## src/hdl/ndnz_pkg.sv

```systemverilog
package ndnz_pkg;

   // Configuration register indexes.
   localparam logic CSR_ROW_COUNT = 1'b0;
   localparam logic CSR_COL_COUNT = 1'b1;

   // Field widths fixed by the interface.
   localparam int unsigned SIZE_W  = 16;
   localparam int unsigned ELEM_W  = 8;
   localparam int unsigned DEST_W  = 32;

   // Register values after reset.
   localparam logic [SIZE_W-1:0] ROW_COUNT_RST = 16'd16;
   localparam logic [SIZE_W-1:0] COL_COUNT_RST = 16'd32;

   // Width that holds any in-matrix offset and any matrix stride for all
   // legal tile and block sizes.
   localparam int unsigned OFF_W = 34;

endpackage

```

## src/hdl/nd_to_fractal_nz_address_gen.sv

```systemverilog
// Timing: an accepted request's result is registered in the result register and shows
// on the rsp_ port in the cycle after the accept.
// Throughput: one request per cycle while the receiver keeps taking results.
// Reset (synchronous, active high) sets row_count to 16 and col_count to 32, clears
// all position counters, base addresses and the sticky overflow, and empties the
// result register.
module nd_to_fractal_nz_address_gen #(
   parameter int unsigned TILE_COLS  = 32,
   parameter int unsigned BLOCK_ROWS = 16,
   parameter int unsigned ADDR_BITS  = 32
) (
   input  logic                              clock,
   input  logic                              reset,
   input  logic                              req_valid,
   output logic                              req_ready,
   input  logic [ndnz_pkg::ELEM_W-1:0]       req_elem_value,
   output logic                              rsp_valid,
   input  logic                              rsp_ready,
   output logic [ndnz_pkg::DEST_W-1:0]       rsp_dest_addr,
   output logic [ndnz_pkg::ELEM_W-1:0]       rsp_elem_out,
   output logic                              rsp_addr_overflow,
   input  logic                              csr_we,
   input  logic                              csr_index,
   input  logic [ndnz_pkg::SIZE_W-1:0]       csr_wdata
);

   // Widths of the position counters and address arithmetic.
   localparam int unsigned CIT_W  = (TILE_COLS > 1) ? $clog2(TILE_COLS) : 1;
   localparam int unsigned ROW_W  = ndnz_pkg::SIZE_W + $clog2(TILE_COLS);
   localparam int unsigned OFF_W  = ndnz_pkg::OFF_W;
   localparam int unsigned FULL_W = ((ADDR_BITS > OFF_W) ? ADDR_BITS : OFF_W) + 1;

   // The number of row blocks, ceil(k / BLOCK_ROWS), is found at the time
   // row_count is written, by a multiplication with a fixed-point reciprocal.
   // The numerator k + BLOCK_ROWS - 1 fits in NUM_W bits, and a shift of
   // NUM_W + ceil(log2(BLOCK_ROWS)) makes the quotient exact for all of them.
   localparam int unsigned NUM_W  = ndnz_pkg::SIZE_W + 1;
   localparam int unsigned RCP_W  = NUM_W + 2;
   localparam int unsigned PROD_W = NUM_W + RCP_W;
   localparam int unsigned RCP_SH = NUM_W + $clog2(BLOCK_ROWS);
   localparam logic [RCP_W-1:0] RCP_MUL =
      RCP_W'(((64'd1 << RCP_SH) + 64'(BLOCK_ROWS) - 64'd1) / 64'(BLOCK_ROWS));
   localparam logic [NUM_W-1:0] ROW_BLOCKS_RST =
      NUM_W'((ndnz_pkg::ROW_COUNT_RST + BLOCK_ROWS - 1) / BLOCK_ROWS);
   localparam logic [OFF_W-1:0] BLOCK_AREA = OFF_W'(BLOCK_ROWS * TILE_COLS);
   localparam logic [CIT_W:0]   TILE_COLS_C = (CIT_W + 1)'(TILE_COLS);
   localparam logic [ROW_W-1:0] ROW_STEP = ROW_W'(TILE_COLS);

   // Configuration registers and the derived row block count.
   logic [ndnz_pkg::SIZE_W-1:0] row_count_ff, row_count_in;
   logic [ndnz_pkg::SIZE_W-1:0] col_count_ff, col_count_in;
   logic [NUM_W-1:0]            row_blocks_ff, row_blocks_in;

   // Stream position state.
   logic [CIT_W-1:0]            col_in_tile_ff, col_in_tile_in;
   logic [ndnz_pkg::SIZE_W-1:0] col_pos_ff, col_pos_in;
   logic [ndnz_pkg::SIZE_W-1:0] row_pos_ff, row_pos_in;
   logic [OFF_W-1:0]            tile_base_ff, tile_base_in;
   logic [ROW_W-1:0]            row_base_ff, row_base_in;
   logic [ADDR_BITS-1:0]        batch_base_ff, batch_base_in;
   logic                        ovf_seen_ff, ovf_seen_in;

   // Result register.
   logic                        rsp_valid_ff, rsp_valid_in;
   logic [ndnz_pkg::DEST_W-1:0] rsp_dest_ff, rsp_dest_in;
   logic [ndnz_pkg::ELEM_W-1:0] rsp_elem_ff, rsp_elem_in;
   logic                        rsp_ovf_ff, rsp_ovf_in;

   logic                        accept;
   logic [NUM_W-1:0]            size_eff;
   logic [NUM_W-1:0]            blk_num;
   logic [PROD_W-1:0]           blk_prod;
   logic [OFF_W-1:0]            tile_stride;
   logic [OFF_W-1:0]            offset;
   logic [FULL_W-1:0]           full_addr;
   logic                        addr_over;
   logic [63:0]                 addr_wide;
   logic [CIT_W:0]              cit_inc;
   logic                        tile_wrap;
   logic [CIT_W-1:0]            cit_after;
   logic [OFF_W-1:0]            tile_base_after;
   logic [ndnz_pkg::SIZE_W-1:0] col_pos_inc;
   logic [ndnz_pkg::SIZE_W-1:0] row_pos_inc;
   logic                        row_end;
   logic                        mat_end;
   logic [OFF_W-1:0]            row_span;
   logic [FULL_W-1:0]           next_batch;
   logic                        batch_over;

   // The result register frees up in the same cycle that its result is taken, so a
   // steady stream moves one request per cycle while the receiver keeps taking them.
   assign req_ready = !rsp_valid_ff || rsp_ready;
   assign accept    = req_valid && req_ready;

   // A size of zero stands for 65536, since the 16-bit counters wrap there.
   assign size_eff = {(csr_wdata == '0), csr_wdata};
   assign blk_num  = size_eff + NUM_W'(BLOCK_ROWS - 1);
   assign blk_prod = PROD_W'(blk_num) * PROD_W'(RCP_MUL);

   // Distance between two column tiles inside one matrix.
   assign tile_stride = OFF_W'(row_blocks_ff) * BLOCK_AREA;

   // Address of the current request. The sum is kept one bit wider than both
   // terms so that a wrap past the address width can be seen.
   assign offset    = tile_base_ff + OFF_W'(row_base_ff) + OFF_W'(col_in_tile_ff);
   assign full_addr = FULL_W'(batch_base_ff) + FULL_W'(offset);
   assign addr_over = ovf_seen_ff || ((full_addr >> ADDR_BITS) != '0);
   assign addr_wide = 64'(full_addr[ADDR_BITS-1:0]);

   // Column tile step.
   assign cit_inc         = {1'b0, col_in_tile_ff} + (CIT_W + 1)'(1);
   assign tile_wrap       = (cit_inc >= TILE_COLS_C);
   assign cit_after       = tile_wrap ? '0 : cit_inc[CIT_W-1:0];
   assign tile_base_after = tile_wrap ? (tile_base_ff + tile_stride) : tile_base_ff;

   // Row and matrix boundaries.
   assign col_pos_inc = col_pos_ff + 16'd1;
   assign row_pos_inc = row_pos_ff + 16'd1;
   assign row_end     = (col_pos_inc == col_count_ff);
   assign mat_end     = row_end && (row_pos_inc == row_count_ff);

   // At the end of a row the tile base has covered every full column tile; a
   // partly filled last tile still takes a whole tile of space. That span is the
   // matrix stride, found without a multiplier by the column tile count.
   assign row_span   = tile_base_after + ((cit_after != '0) ? tile_stride : '0);
   assign next_batch = FULL_W'(batch_base_ff) + FULL_W'(row_span);
   assign batch_over = ((next_batch >> ADDR_BITS) != '0);

   always_comb begin
      row_count_in   = row_count_ff;
      col_count_in   = col_count_ff;
      row_blocks_in  = row_blocks_ff;
      col_in_tile_in = col_in_tile_ff;
      col_pos_in     = col_pos_ff;
      row_pos_in     = row_pos_ff;
      tile_base_in   = tile_base_ff;
      row_base_in    = row_base_ff;
      batch_base_in  = batch_base_ff;
      ovf_seen_in    = ovf_seen_ff;

      if (csr_we) begin
         // A register write restarts the stream at address zero.
         unique case (csr_index)
            ndnz_pkg::CSR_ROW_COUNT: begin
               row_count_in  = csr_wdata;
               row_blocks_in = NUM_W'(blk_prod >> RCP_SH);
            end
            ndnz_pkg::CSR_COL_COUNT: begin
               col_count_in = csr_wdata;
            end
            default: begin
            end
         endcase
         col_in_tile_in = '0;
         col_pos_in     = '0;
         row_pos_in     = '0;
         tile_base_in   = '0;
         row_base_in    = '0;
         batch_base_in  = '0;
         ovf_seen_in    = 1'b0;
      end else if (accept) begin
         col_in_tile_in = cit_after;
         col_pos_in     = col_pos_inc;
         tile_base_in   = tile_base_after;
         if (row_end) begin
            col_in_tile_in = '0;
            col_pos_in     = '0;
            tile_base_in   = '0;
            if (mat_end) begin
               row_pos_in    = '0;
               row_base_in   = '0;
               batch_base_in = next_batch[ADDR_BITS-1:0];
               ovf_seen_in   = ovf_seen_ff || batch_over;
            end else begin
               row_pos_in  = row_pos_inc;
               row_base_in = row_base_ff + ROW_STEP;
            end
         end
      end
   end

   always_comb begin
      rsp_valid_in = rsp_valid_ff;
      rsp_dest_in  = rsp_dest_ff;
      rsp_elem_in  = rsp_elem_ff;
      rsp_ovf_in   = rsp_ovf_ff;
      if (accept) begin
         rsp_valid_in = 1'b1;
         rsp_dest_in  = addr_wide[ndnz_pkg::DEST_W-1:0];
         rsp_elem_in  = req_elem_value;
         rsp_ovf_in   = addr_over;
      end else if (rsp_ready) begin
         rsp_valid_in = 1'b0;
      end
   end

   always_ff @(posedge clock) begin
      if (reset) begin
         row_count_ff   <= ndnz_pkg::ROW_COUNT_RST;
         col_count_ff   <= ndnz_pkg::COL_COUNT_RST;
         row_blocks_ff  <= ROW_BLOCKS_RST;
         col_in_tile_ff <= '0;
         col_pos_ff     <= '0;
         row_pos_ff     <= '0;
         tile_base_ff   <= '0;
         row_base_ff    <= '0;
         batch_base_ff  <= '0;
         ovf_seen_ff    <= 1'b0;
         rsp_valid_ff   <= 1'b0;
      end else begin
         row_count_ff   <= row_count_in;
         col_count_ff   <= col_count_in;
         row_blocks_ff  <= row_blocks_in;
         col_in_tile_ff <= col_in_tile_in;
         col_pos_ff     <= col_pos_in;
         row_pos_ff     <= row_pos_in;
         tile_base_ff   <= tile_base_in;
         row_base_ff    <= row_base_in;
         batch_base_ff  <= batch_base_in;
         ovf_seen_ff    <= ovf_seen_in;
         rsp_valid_ff   <= rsp_valid_in;
      end
   end

   // Result payload carries no reset.
   always_ff @(posedge clock) begin
      rsp_dest_ff <= rsp_dest_in;
      rsp_elem_ff <= rsp_elem_in;
      rsp_ovf_ff  <= rsp_ovf_in;
   end

   assign rsp_valid         = rsp_valid_ff;
   assign rsp_dest_addr     = rsp_dest_ff;
   assign rsp_elem_out      = rsp_elem_ff;
   assign rsp_addr_overflow = rsp_ovf_ff;

endmodule

```

## config.mk

```make
export PLATFORM = sky130hd
export DESIGN_NAME = nd_to_fractal_nz_address_gen
export DESIGN_NICKNAME = d
export VERILOG_FILES = /design/src/hdl/ndnz_pkg.sv /design/src/hdl/nd_to_fractal_nz_address_gen.sv
export SDC_FILE = /design/constraint.sdc
export NUM_CORES = 1
export LEC_CHECK = 0
export ABC_AREA = 1
export BUFFER_PORTS_ARGS = -buffer_cell sky130_fd_sc_hd__buf_2
export CAP_MARGIN = 10
export CORE_ASPECT_RATIO = 0.7
export CORE_UTILIZATION = 35
export CTS_CLUSTER_SIZE = 28
export DETAILED_ROUTE_END_ITERATION = 10
export GPL_TIMING_DRIVEN = 1
export SLEW_MARGIN = 25
export SYNTH_ARGS = -nofsm -noshare
export SYNTH_HDL_FRONTEND = slang
export SYNTH_SLANG_ARGS = --single-unit
```

## constraint.sdc

```tcl
create_clock -name clock -period 8.3 [get_ports clock]
set_clock_uncertainty 0.1 [all_clocks]
set_input_delay 1.245 -clock clock [delete_from_list [all_inputs] [get_ports clock]]
set_output_delay 1.245 -clock clock [all_outputs]
set_load 0.005 [all_outputs]
```

==> flow_metrics.py, run 1 <==
metrics = {
    "global_routing": {
        "grt_pass1_vias": 12340,
        "grt_start_max_net_pins": 75,
        "top_usage_layer": "met1",
        "grt_pass1_wl_um": 65150,
        "met1_routing_resource_usage_after_global_routing_pct": 30.50,
        "gr-usage-met3_pct": 3.321,
        "global_route.usage.met2_pct": 27.09,
        "grt.overflow.total": 0,
        "antenna_found_initial": 0,
        "grt_use_total_pct": 19.53,
    },
    "power": {
        "power.static_leakage_nw": 7.342,
        "sequentialPowerShare_pct": 50.7,
        "intPower_mw": 1.477,
        "swShare_pct": 26.11,
        "power.density_nw_per_um2": 125.5,
        "clock_power_share_pct": 41.0,
        "power.ir.vdd_worst_uv": 157.0,
        "power_switching_uw": 522.2,
        "comb_power_share_pct": 8.3,
    },
    "worst_setup_path": {
        "worst_ep_required_time_ns": 8.52,
        "worstRegToRegCells": 32,
        "cp_max_stage_cell": "sky130_fd_sc_hd__dfxtp_1",
        "cp_slowest_stage_delay_ns": 0.43,
        "r2r-end": "ovf_seen_ff$_SDFFE_PP0P_",
        "crit_path_end_kind": "flop",
        "cp.arrival_ns": 6.06,
        "r2r_slack_ns": 2.46,
        "timing.setup.critical_path_class": "flop to flop",
        "critical_path.most_common_cell": "sky130_fd_sc_hd__nand2_1",
        "rr_startpoint": "col_in_tile_ff[0]$_SDFFE_PP0P_",
        "crit_path_start_kind": "flop",
        "critPathMaxFanout": 15,
    },
    "routing": {
        "routed_wire_length_per_instance_um": 15.00,
        "post_drt_via_cell_ratio": 5.003,
        "postRouteAntennaNets": 0,
        "drt-total-wl_um": 40760,
        "detail_route.iter0.violations": 1166,
        "detailedRoute.firstPassIterationCount": 5,
        "detail_route.drc_violations": 0,
        "detailroute.via_count": 13590,
    },
    "placed_design": {
        "gp_routability_congestion": 0.8775,
        "place.detailed.hpwl_um": 31540,
        "detailed_place.area_um2": 15390,
        "dp_slack_ns": 2.544,
        "port-buffer-count": 72,
    },
    "clock_network": {
        "cts_buffers": 17,
        "clk_path_buf_depth": 2,
        "post_cts_hold_buffer_count": 0,
        "cts_post_setup_buffers_inserted": 0,
        "cts.sinks": 196,
        "clk_latency_ns": 0.47,
        "htree_levels": 4,
        "cts_root_buffer": "sky130_fd_sc_hd__clkbuf_16",
        "cts_tree": "built",
        "clk_pin_slew_worst_paths_ns": 0.08,
        "post_cts.resized_instances": 0,
    },
    "die": {
        "design.die.area_um2": 42320,
        "core_area_um2": 40960,
        "initial_core_util_pct": 35.45,
        "die_x_um": 245.4,
        "floorplan.die.height_um": 172.4,
        "io_pins": 73,
        "fp-row-count": 62,
    },
    "min_path": {
        "hold_class": "flop to flop",
        "whs_path_depth": 2,
        "worst_hold_startpoint": "batch_base_ff[6]$_SDFFE_PP0P_",
        "min_delay_worst_endpoint": "batch_base_ff[6]$_SDFFE_PP0P_",
    },
    "synthesis": {
        "commonest_cells_in_the_netlist": "sky130_fd_sc_hd__nand2_1 (542), sky130_fd_sc_hd__inv_1 (234), sky130_fd_sc_hd__a21oi_1 (216)",
        "ys.flop_type": "sky130_fd_sc_hd__dfxtp_1",
        "synth-edff-count": 41,
        "postSynthRegisterBits": 196,
        "synthDominantAreaCellType": "sky130_fd_sc_hd__dfxtp_1",
        "synthesis.area_per_instance_um2": 6.875,
        "synthesized_area_um2": 14520,
        "syn_inst": 2112,
        "yosys_warnings": 0,
        "synth-async-reset-ratio_pct": 0,
        "netlist-cell-type-count": 55,
        "synth.yosys.seq_area_share_pct": 29.85,
        "cell_with_the_most_instances_after_synthesis": "sky130_fd_sc_hd__nand2_1",
        "post_synth_main_area_contributors": "sky130_fd_sc_hd__dfxtp_1 (21%), sky130_fd_sc_hd__nand2_1 (14%), sky130_fd_sc_hd__ha_1 (9.9%), sky130_fd_sc_hd__edfxtp_1 (8.5%), sky130_fd_sc_hd__a21oi_1 (7.4%)",
        "yosysTopAreaCellShare_pct": 21.37,
    },
    "cells_and_area": {
        "insertedDiodeCount": 0,
        "finish.instance_area_um2": 15930,
        "final_layout_size_suffix_gt1_share_pct": 7.133,
        "syn2layout_area_growth_pct": 9.737,
        "num-nets-final": 2309,
    },
    "timing": {
        "unrepaired_setup_endpoints_after_global_routing": "no",
        "fin_ws_ns": 2.461,
        "fmaxAchievable_ghz": 0.1713,
        "min_period_over_period_pct": 70.35,
        "final.setup.tns_ns": 0,
        "slew_headroom_pct": 38.78,
        "tightestPinTransition_ns": 0.9184,
        "finalHoldViolations": 0,
        "finalMaxSlewViolations": 0,
        "finalSetupViolCount": 0,
        "tmin_final_ns": 5.839,
    },
    "run_status": {
        "outcome": "complete, no violations",
    },
    "run": {
        "maxCapViolCount": 0,
    },
}
==> area by class of cell <==
class                           count  area, µm²
Clock buffer                       21      450.4
Inverter                          241      905.9
Sequential cell                   196       4334
Multi-Input combinational cell   1625       9046
Timing Repair Buffer               80      420.4
Fill cell                        4307      25030
Tap cell                          544      680.7
Clock inverter                     10      96.34
==> layout by cell type, fill, tap and decap left out, types with 11 or more instances in the layout <==
cell / Yosys / final
sky130_fd_sc_hd__ha_1: 115 / 115
sky130_fd_sc_hd__dfxtp_1: 155 / 155
sky130_fd_sc_hd__xor2_1: 110 / 110
sky130_fd_sc_hd__buf_2: 21 / 72
sky130_fd_sc_hd__inv_1: 234 / 231
sky130_fd_sc_hd__nand3_1: 108 / 108
sky130_fd_sc_hd__edfxtp_1: 41 / 41
sky130_fd_sc_hd__clkbuf_16: 0 / 17
sky130_fd_sc_hd__nand2_1: 542 / 541
sky130_fd_sc_hd__a21oi_1: 216 / 216
sky130_fd_sc_hd__nor2_1: 181 / 180
sky130_fd_sc_hd__nand4_1: 24 / 24
sky130_fd_sc_hd__a31oi_1: 11 / 11
sky130_fd_sc_hd__nor3_1: 35 / 35
sky130_fd_sc_hd__o21ai_0: 120 / 120
sky130_fd_sc_hd__xnor2_1: 47 / 47
sky130_fd_sc_hd__nor4_1: 11 / 11
==> worst max-delay path by stage <==
| stage | startpoint | to | cells after the start |
|---|---|---|---|
| floorplan | col_in_tile_ff[2]$_SDFFE_PP0P_ | ovf_seen_ff$_SDFFE_PP0P_ | 34 |
| global placement | col_in_tile_ff[2]$_SDFFE_PP0P_ | ovf_seen_ff$_SDFFE_PP0P_ | 32 |
| detailed placement | col_in_tile_ff[2]$_SDFFE_PP0P_ | ovf_seen_ff$_SDFFE_PP0P_ | 32 |
| CTS | col_in_tile_ff[0]$_SDFFE_PP0P_ | ovf_seen_ff$_SDFFE_PP0P_ | 32 |
| global route | col_in_tile_ff[0]$_SDFFE_PP0P_ | ovf_seen_ff$_SDFFE_PP0P_ | 32 |
| finish | col_in_tile_ff[0]$_SDFFE_PP0P_ | ovf_seen_ff$_SDFFE_PP0P_ | 32 |
==> logic make-up (layout without fill, tap and decap cells) <==
family / after synthesis / in the layout / synth area share (%)
compound gates: 396 / 396 / 14.61
xor+xnor: 158 / 158 / 9.582
fa+ha+maj: 118 / 118 / 10.32
buf+inv: 298 / 352 / 8.065
flops: 196 / 196 / 29.85
mux: 1 / 1 / 0.06894
other cells: 2 / 9 / 0.05172
simple gates: 943 / 943 / 27.45
==> through the flow <==
stage	power, mW	utilization [%]	cells	hold WS, ns
2_1_floorplan	1.140	-	2119	0.3260
3_3_place_gp	1.197	37.56	2686	0.3381
3_5_place_dp	1.200	37.56	2686	0.3388
4_1_cts	2.022	38.90	2717	0.3518
5_1_grt	2.079	38.90	2717	0.3806
6_report	2.000	38.90	2717	0.3507
==> sequential cells by signal (all words and copies together), names as in the netlist <==
register,cells
row_pos_ff,16
rsp_addr_overflow,1
row_count_ff,16
rsp_valid,1
tile_base_ff,25
rsp_elem_out,8
ovf_seen_ff,1
row_blocks_ff,13
col_pos_ff,16
col_count_ff,16
col_in_tile_ff,5
row_base_ff,16
rsp_dest_addr,32
batch_base_ff,30
==> critical path: cells and delay by family (launching register included) <==
family,cells,cell delay [ns]
and+or+nand+nor,14,1.99
AOI/OAI and AO/OA,10,1.66
adders and majority gates,3,0.92
DFF,1,0.43
buffers and inverters,4,0.39
xor gates and xnor gates,1,0.16
==> metal layers <==
metal | up-vias | routed length (µm)
li1 | 7027 | -
met1 | 6192 | 22600
met2 | 345 | 15270
met3 | 28 | 2392
met4 | 0 | 503
met5 | - | 0
==> power by group through the flow <==
stage | sequential (mW) | clock, mW | combinational (mW)
floorplan | 1.03 | 0 | 0.107
global placement | 1.04 | 0 | 0.162
detailed placement | 1.04 | 0 | 0.164
CTS | 1.01 | 0.844 | 0.165
global route | 1.02 | 0.877 | 0.186
finish | 1.01 | 0.821 | 0.165
(Power assumes the default switching activity.)
==> run 2, diff against run 1 <==
- clock period: 8.3 -> 5.9 ns (I/O delays scaled with it)
==> run 2 against run 1 <==
  * Worst hold slack better by 0.0025 ns
  * Global-route usage decreased by 0.18 points
  * Flip-flop and latch count unchanged
  * Final area increased by 0.58%
  * Register-to-register slack worse by 2.1 ns
  * Sequential power up 42%
  * Sequential share of layout area is 0.16 points lower
  * Non-clock buffer count grew 3
  * Worst setup slack worse by 2.1 ns
  * Critical path depth is 2 higher
  * Fmax is 6.3% higher
  * Routed wire length fell by 0.96%
==> flow_metrics.py, run 2 (synthesis gave the netlist of run 1 again) <==
metrics = {
    "run_status": {
        "outcome": "complete, no violations",
    },
    "cells_and_area": {
        "mostFrequentLayoutCells": "sky130_fd_sc_hd__nand2_1 (541), sky130_fd_sc_hd__inv_1 (231), sky130_fd_sc_hd__a21oi_1 (215), sky130_fd_sc_hd__nor2_1 (180), sky130_fd_sc_hd__dfxtp_1 (155)",
        "final_layout_size_suffix_gt1_share_pct": 7.487,
        "insertedDiodeCount": 0,
        "syn2layout_area_growth_pct": 10.37,
        "largest_register_ffs": 32,
        "most_common_library_cell_in_the_layout_ignoring_fill_and_taps": "sky130_fd_sc_hd__nand2_1",
        "register_area_um2": 4334,
        "num-nets-final": 2312,
        "multiInputGateArea_um2": 9056,
        "fillers": 4281,
    },
    "die": {
        "core_area_um2": 40960,
        "floorplan.die.height_um": 172.4,
        "initial_core_util_pct": 35.45,
        "io_pins": 73,
        "fp-row-count": 62,
        "die_x_um": 245.4,
        "design.die.area_um2": 42320,
    },
    "worst_setup_path": {
        "worst_ep_required_time_ns": 6.13,
        "worstRegToRegCells": 34,
        "cp.arrival_ns": 5.73,
        "timing.setup.critical_path_class": "flop to flop",
        "cp_slowest_stage_delay_ns": 0.44,
        "critical_path.most_common_cell": "sky130_fd_sc_hd__nand2_1",
        "cp_max_stage_cell": "sky130_fd_sc_hd__dfxtp_1",
        "crit_path_start_kind": "flop",
        "r2r_slack_ns": 0.41,
        "critPathMaxFanout": 15,
        "critical_path.startpoint": "col_in_tile_ff[2]$_SDFFE_PP0P_",
        "r2r-end": "ovf_seen_ff$_SDFFE_PP0P_",
        "crit_path_end_kind": "flop",
        "rr_startpoint": "col_in_tile_ff[2]$_SDFFE_PP0P_",
        "setup.worst_path.end": "ovf_seen_ff$_SDFFE_PP0P_",
    },
    "routing": {
        "detail_route.drc_violations": 0,
        "postRouteAntennaNets": 0,
        "detail_route.iter0.violations": 996,
        "detailroute.via_count": 13590,
        "met2RoutedLength_um": 15420,
        "drt-total-wl_um": 40370,
        "wl_met1_um": 22460,
        "detailedRoute.firstPassIterationCount": 7,
        "post_drt_via_cell_ratio": 4.996,
        "routed_wire_length_per_instance_um": 14.84,
        "highest_layer": "met4",
        "dr_wl_met3_um": 2086,
    },
    "clock_network": {
        "clk_path_buf_depth": 2,
        "cts_post_setup_buffers_inserted": 0,
        "cts_root_buffer": "sky130_fd_sc_hd__clkbuf_16",
        "cts_buffers": 17,
        "htree_levels": 4,
        "post_cts.resized_instances": 0,
        "clk_latency_ns": 0.47,
        "cts_tree": "built",
        "cts.sinks": 196,
        "post_cts_hold_buffer_count": 0,
        "clk_pin_slew_worst_paths_ns": 0.08,
    },
    "min_path": {
        "hold_class": "flop to flop",
    },
    "global_routing": {
        "grt_pass1_wl_um": 64740,
        "grt.overflow.total": 0,
        "grt_use_total_pct": 19.36,
        "grt_pass1_vias": 12350,
        "grt_start_max_net_pins": 48,
        "antenna_found_initial": 0,
    },
    "placed_design": {
        "gp_routability_congestion": 0.9132,
        "port-buffer-count": 72,
        "dp_slack_ns": 0.4444,
        "place.detailed.hpwl_um": 31510,
    },
    "timing": {
        "tmin_final_ns": 5.493,
        "finalHoldViolations": 0,
        "slew_headroom_pct": 33.52,
        "finalSetupViolCount": 0,
        "unrepaired_setup_endpoints_after_global_routing": "no",
        "final.setup.tns_ns": 0,
        "fin_ws_ns": 0.4067,
        "tightestPinTransition_ns": 0.9911,
        "min_period_over_period_pct": 93.11,
        "fmaxAchievable_ghz": 0.1820,
        "finalMaxSlewViolations": 0,
    },
    "power": {
        "power.static_leakage_nw": 7.380,
        "power.density_nw_per_um2": 181.2,
        "power.ir.vdd_worst_uv": 223.3,
    },
    "run": {
        "maxCapViolCount": 0,
    },
}
run 2: worst min-delay path by stage:
| stage | slack [ns] | from | depth (start not counted) | endpoint |
|---|---|---|---|---|
| after detailed placement | 0.34 | batch_base_ff[6]$_SDFFE_PP0P_ | 2 | batch_base_ff[6]$_SDFFE_PP0P_ |
| after global placement | 0.34 | batch_base_ff[6]$_SDFFE_PP0P_ | 2 | batch_base_ff[6]$_SDFFE_PP0P_ |
| after global routing | 0.38 | batch_base_ff[8]$_SDFFE_PP0P_ | 2 | batch_base_ff[8]$_SDFFE_PP0P_ |
| final | 0.35 | ovf_seen_ff$_SDFFE_PP0P_ | 2 | ovf_seen_ff$_SDFFE_PP0P_ |
| after CTS | 0.36 | batch_base_ff[6]$_SDFFE_PP0P_ | 2 | batch_base_ff[6]$_SDFFE_PP0P_ |
| after floorplan | 0.33 | batch_base_ff[4]$_SDFFE_PP0P_ | 2 | batch_base_ff[4]$_SDFFE_PP0P_ |
run 2: through the flow:
step / cell area, µm² / cells / hold slack [ns] / power, mW / util (%)
6_report: 16030 / 2721 / 0.3532 / 2.904 / 39.13
5_1_grt: 16030 / 2721 / 0.3771 / 3.015 / 39.13
4_1_cts: 16010 / 2721 / 0.3578 / 2.929 / 39.09
3_5_place_dp: 15410 / 2689 / 0.3442 / 1.689 / 37.62
3_3_place_gp: 15410 / 2689 / 0.3374 / 1.686 / 37.62
2_1_floorplan: 14550 / 2119 / 0.3260 / 1.603 / -
run 2: cell type report:
| cell class | instances | share of cell area, % |
|---|---|---|
| Clock inverter | 13 | 0.8041 |
| Clock buffer | 19 | 2.967 |
| Inverter | 241 | 5.644 |
| Timing Repair Buffer | 83 | 2.787 |
| Tap cell | 544 | 4.247 |
| Multi-Input combinational cell | 1625 | 56.51 |
| Sequential cell | 196 | 27.04 |
run 2: critical path, delay by kind of cell (launching register included):
family,cells,cell delay (ns)
AO/OA/AOI/OAI,10,1.66
XOR/XNOR,1,0.21
adder cells (fa/ha/maj),3,0.95
buffers and inverters,6,0.68
flip-flops,1,0.44
AND/OR/NAND/NOR,14,1.31
run 2: layer usage:
metal / vias up / track usage, %
met3: 26 / 2.592
met2: 328 / 26.82
li1: 7050 / -
met4: 0 / 4.294
met5: - / 0
met1: 6189 / 30.74
run 2: power breakdown:
group | switching, mW | internal (mW) | total (mW) | leakage (nW)
Combinational | 0.155 | 0.0790 | 0.234 | 5.41
Sequential | 0.0218 | 1.40 | 1.43 | 1.67
Clock | 0.600 | 0.644 | 1.24 | 0.299
Total | 0.777 | 2.13 | 2.90 | 7.38
==> run 3, diff against run 2 <==
- ABC_AREA: 1 -> 0
==> run 3 against run 2 <==
  * Via count decreased by 6.5%
  * Worst setup slack got worse by 0.34 ns
  * Highest routed layer unchanged
  * Flip-flop and latch count unchanged
  * First-iteration DRC count decreased by 11%
  * Clock power decreased by 9%
  * Global-route usage decreased by 1.1 points
  * Synthesized area decreased by 2.7%
  * Synthesized cell count decreased by 19%
  * Critical endpoint unchanged
  * Non-clock buffer count increased by 30
  * Largest cell class unchanged
  * Fmax decreased by 5.9%
==> flow_metrics.py, run 3 <==
metrics = {
    "die": {
        "design.die.area_um2": 41200,
        "core_area_um2": 39760,
        "floorplan.die.height_um": 170.1,
        "io_pins": 73,
        "die_x_um": 242.2,
        "fp-row-count": 61,
        "initial_core_util_pct": 35.54,
    },
    "synthesis": {
        "synth-async-reset-ratio_pct": 0,
        "synthesis.area_per_instance_um2": 8.240,
        "netlist-cell-type-count": 89,
        "synth.yosys.seq_area_share_pct": 30.67,
        "yosysTopAreaCellShare_pct": 21.96,
        "yosys_warnings": 0,
        "synthesized_area_um2": 14130,
        "synth-edff-count": 41,
        "synthDominantAreaCellType": "sky130_fd_sc_hd__dfxtp_1",
        "cell_with_the_most_instances_after_synthesis": "sky130_fd_sc_hd__nand2_1",
        "ys.flop_type": "sky130_fd_sc_hd__dfxtp_1",
        "commonest_cells_in_the_netlist": "sky130_fd_sc_hd__nand2_1 (211), sky130_fd_sc_hd__a21oi_1 (161), sky130_fd_sc_hd__dfxtp_1 (155)",
        "postSynthRegisterBits": 196,
        "syn_inst": 1715,
        "post_synth_main_area_contributors": "sky130_fd_sc_hd__dfxtp_1 (22%), sky130_fd_sc_hd__ha_1 (10%), sky130_fd_sc_hd__edfxtp_1 (8.7%), sky130_fd_sc_hd__xnor2_1 (7.8%), sky130_fd_sc_hd__a21oi_1 (5.7%)",
    },
    "cells_and_area": {
        "final_core_utilization_pct": 40.23,
        "num-nets-final": 1932,
        "most_common_library_cell_in_the_layout_ignoring_fill_and_taps": "sky130_fd_sc_hd__nand2_1",
        "finish.instance_area_um2": 16000,
        "syn2layout_area_growth_pct": 13.20,
        "stdcell_count": 2333,
        "mostFrequentLayoutCells": "sky130_fd_sc_hd__nand2_1 (209), sky130_fd_sc_hd__a21oi_1 (157), sky130_fd_sc_hd__dfxtp_1 (149), sky130_fd_sc_hd__nor2_1 (133), sky130_fd_sc_hd__xnor2_1 (124)",
        "largest_register_ffs": 32,
        "final_layout_size_suffix_gt1_share_pct": 12.08,
    },
    "placed_design": {
        "dp.cells": 2288,
        "place.detailed.hpwl_um": 28130,
        "gp_routability_congestion": 0.8954,
        "port-buffer-count": 72,
        "detailed_place.area_um2": 15160,
        "dp_slack_ns": -0.01785,
    },
    "worst_setup_path": {
        "crit_path_start_kind": "flop",
        "critical_path.startpoint": "col_in_tile_ff[0]$_SDFFE_PP0P_",
        "worst_ep_required_time_ns": 6.15,
        "cp.arrival_ns": 6.09,
        "critPathMaxFanout": 5,
        "crit_path_end_kind": "flop",
        "rr_startpoint": "col_in_tile_ff[0]$_SDFFE_PP0P_",
        "timing.setup.critical_path_class": "flop to flop",
    },
    "timing": {
        "tightestPinTransition_ns": 0.9588,
        "final.setup.tns_ns": 0,
        "fmaxAchievable_ghz": 0.1713,
        "finalHoldViolations": 0,
        "min_period_over_period_pct": 98.95,
        "worst_hold_slack_ns": 0.3707,
        "finalSetupViolCount": 0,
        "fin_ws_ns": 0.06200,
        "slew_headroom_pct": 35.49,
        "tmin_final_ns": 5.838,
        "unrepaired_setup_endpoints_after_global_routing": "yes",
        "finalMaxSlewViolations": 0,
    },
    "power": {
        "power.ir.vdd_worst_uv": 213.1,
        "finalPower_mw": 2.791,
        "power.static_leakage_nw": 6.479,
        "power.density_nw_per_um2": 174.5,
    },
    "clock_network": {
        "cts_tree": "built",
        "clk_path_buf_depth": 2,
        "cts_buffers": 17,
        "cts_root_buffer": "sky130_fd_sc_hd__clkbuf_16",
        "clk_latency_ns": 0.46,
        "cts.sinks": 196,
        "post_cts_hold_buffer_count": 0,
        "htree_levels": 4,
        "clk_pin_slew_worst_paths_ns": 0.08,
    },
    "global_routing": {
        "grt_use_total_pct": 18.30,
        "grt_start_max_net_pins": 58,
        "grt_pass1_wl_um": 60870,
        "grt.overflow.total": 0,
        "grt_pass1_vias": 11840,
        "antenna_found_initial": 1,
    },
    "routing": {
        "detailedRoute.firstPassIterationCount": 6,
        "detail_route.iter0.violations": 884,
        "detailroute.via_count": 12710,
        "postRouteAntennaNets": 0,
        "routed_wire_length_per_instance_um": 16.12,
        "detail_route.drc_violations": 0,
        "post_drt_via_cell_ratio": 5.447,
        "drt-total-wl_um": 37600,
    },
    "min_path": {
        "worst_hold_startpoint": "row_count_ff[3]$_SDFFE_PP0P_",
        "hold_class": "flop to flop",
    },
    "run": {
        "maxCapViolCount": 0,
    },
    "run_status": {
        "outcome": "complete, no violations",
    },
}
-- run 3: cell count changes in the layout (fill, tap and decap cells not counted), moves of 21 or more --
cell,delta
sky130_fd_sc_hd__a21o_1,+33
sky130_fd_sc_hd__a21oi_1,-58
sky130_fd_sc_hd__buf_4,+28
sky130_fd_sc_hd__inv_1,-199
sky130_fd_sc_hd__mux2i_1,+21
sky130_fd_sc_hd__nand2_1,-332
sky130_fd_sc_hd__nand3_1,-46
sky130_fd_sc_hd__nor2_1,-47
sky130_fd_sc_hd__nor2b_1,+29
sky130_fd_sc_hd__o21ai_0,-41
sky130_fd_sc_hd__or3_1,+22
sky130_fd_sc_hd__xnor2_1,+77
sky130_fd_sc_hd__xor2_1,-48
-- run 3: power breakdown --
part | total (mW) | switching [mW] | internal [mW]
clock | 1.13 | 0.573 | 0.553
combinational | 0.246 | 0.157 | 0.0888
sequential | 1.42 | 0.0206 | 1.40
-- run 3: area by class of cell --
class	count	area [µm²]
Antenna cell	1	2.502
Tap cell	535	669.4
Multi-Input combinational cell	1423	9624
Clock inverter	14	121.4
Inverter	33	123.9
Timing Repair Buffer	113	679.4
Sequential cell	196	4347
Clock buffer	18	429.2
Fill cell	4027	23770
-- run 3: cells by family (layout without fill, tap and decap cells) --
| family | count (synthesis) | in the layout | share of synthesized area, % |
|---|---|---|---|
| AO/OA/AOI/OAI | 440 | 440 | 19.31 |
| XOR/XNOR | 188 | 188 | 11.65 |
| adder cells (fa/ha/maj) | 118 | 118 | 10.61 |
| buffers and inverters | 103 | 178 | 2.957 |
| flip-flops | 196 | 196 | 30.67 |
| multiplexers | 24 | 24 | 1.718 |
| other | 2 | 10 | 0.05315 |
| AND/OR/NAND/NOR | 644 | 644 | 23.03 |
-- run 3: what timing repair did --
item / 4_1_cts / 5_1_grt
endpoints found under the setup margin: 2 / 9
gates resized for setup: 3 / 46
hold endpoints to repair: 0 / 0
pin swaps: 1 / 34
buffers inserted: 0 / 13
gates cloned: 0 / 0
-- run 3: metal layers --
metal / part of all wire [%] / wire length (µm) / track usage [%]
met5: 0 / 0 / 0
met4: 1.5 / 569 / 5.256
met3: 5.9 / 2200 / 3.138
met2: 41 / 15290 / 26.66
met1: 52 / 19540 / 27.25
-- run 3: worst paths after layout --
check | slack, ns | end | cells past startpoint
max | 0.06 | ovf_seen_ff$_SDFFE_PP0P_ | 26
min | 0.37 | row_count_ff[3]$_SDFFE_PP0P_ | 2
max reg2reg | 0.06 | ovf_seen_ff$_SDFFE_PP0P_ | 26
min reg2reg | 0.37 | row_count_ff[3]$_SDFFE_PP0P_ | 2
-- run 3: critical path: stages (launching register included) --
cell                       delay [ns]
sky130_fd_sc_hd__dfxtp_4         0.37
sky130_fd_sc_hd__ha_4            0.16
sky130_fd_sc_hd__buf_6           0.12
sky130_fd_sc_hd__xnor2_2         0.14
sky130_fd_sc_hd__o21ai_1         0.10
sky130_fd_sc_hd__nor3_2          0.22
sky130_fd_sc_hd__nor2b_1         0.08
sky130_fd_sc_hd__ha_2            0.20
sky130_fd_sc_hd__fa_2            0.38
sky130_fd_sc_hd__a21oi_2         0.18
sky130_fd_sc_hd__o211ai_1        0.13
sky130_fd_sc_hd__o41ai_2         0.36
sky130_fd_sc_hd__nor2b_1         0.11
sky130_fd_sc_hd__a311o_1         0.42
sky130_fd_sc_hd__o31ai_4         0.23
sky130_fd_sc_hd__a31oi_1         0.12
sky130_fd_sc_hd__o22ai_1         0.25
sky130_fd_sc_hd__xor2_1          0.23
sky130_fd_sc_hd__ha_1            0.29
sky130_fd_sc_hd__a21o_1          0.21
sky130_fd_sc_hd__a21oi_2         0.11
sky130_fd_sc_hd__nor2b_1         0.05
sky130_fd_sc_hd__a311o_1         0.35
sky130_fd_sc_hd__a221o_1         0.35
sky130_fd_sc_hd__a21oi_2         0.18
sky130_fd_sc_hd__o21ai_1         0.08
sky130_fd_sc_hd__o221a_1         0.21
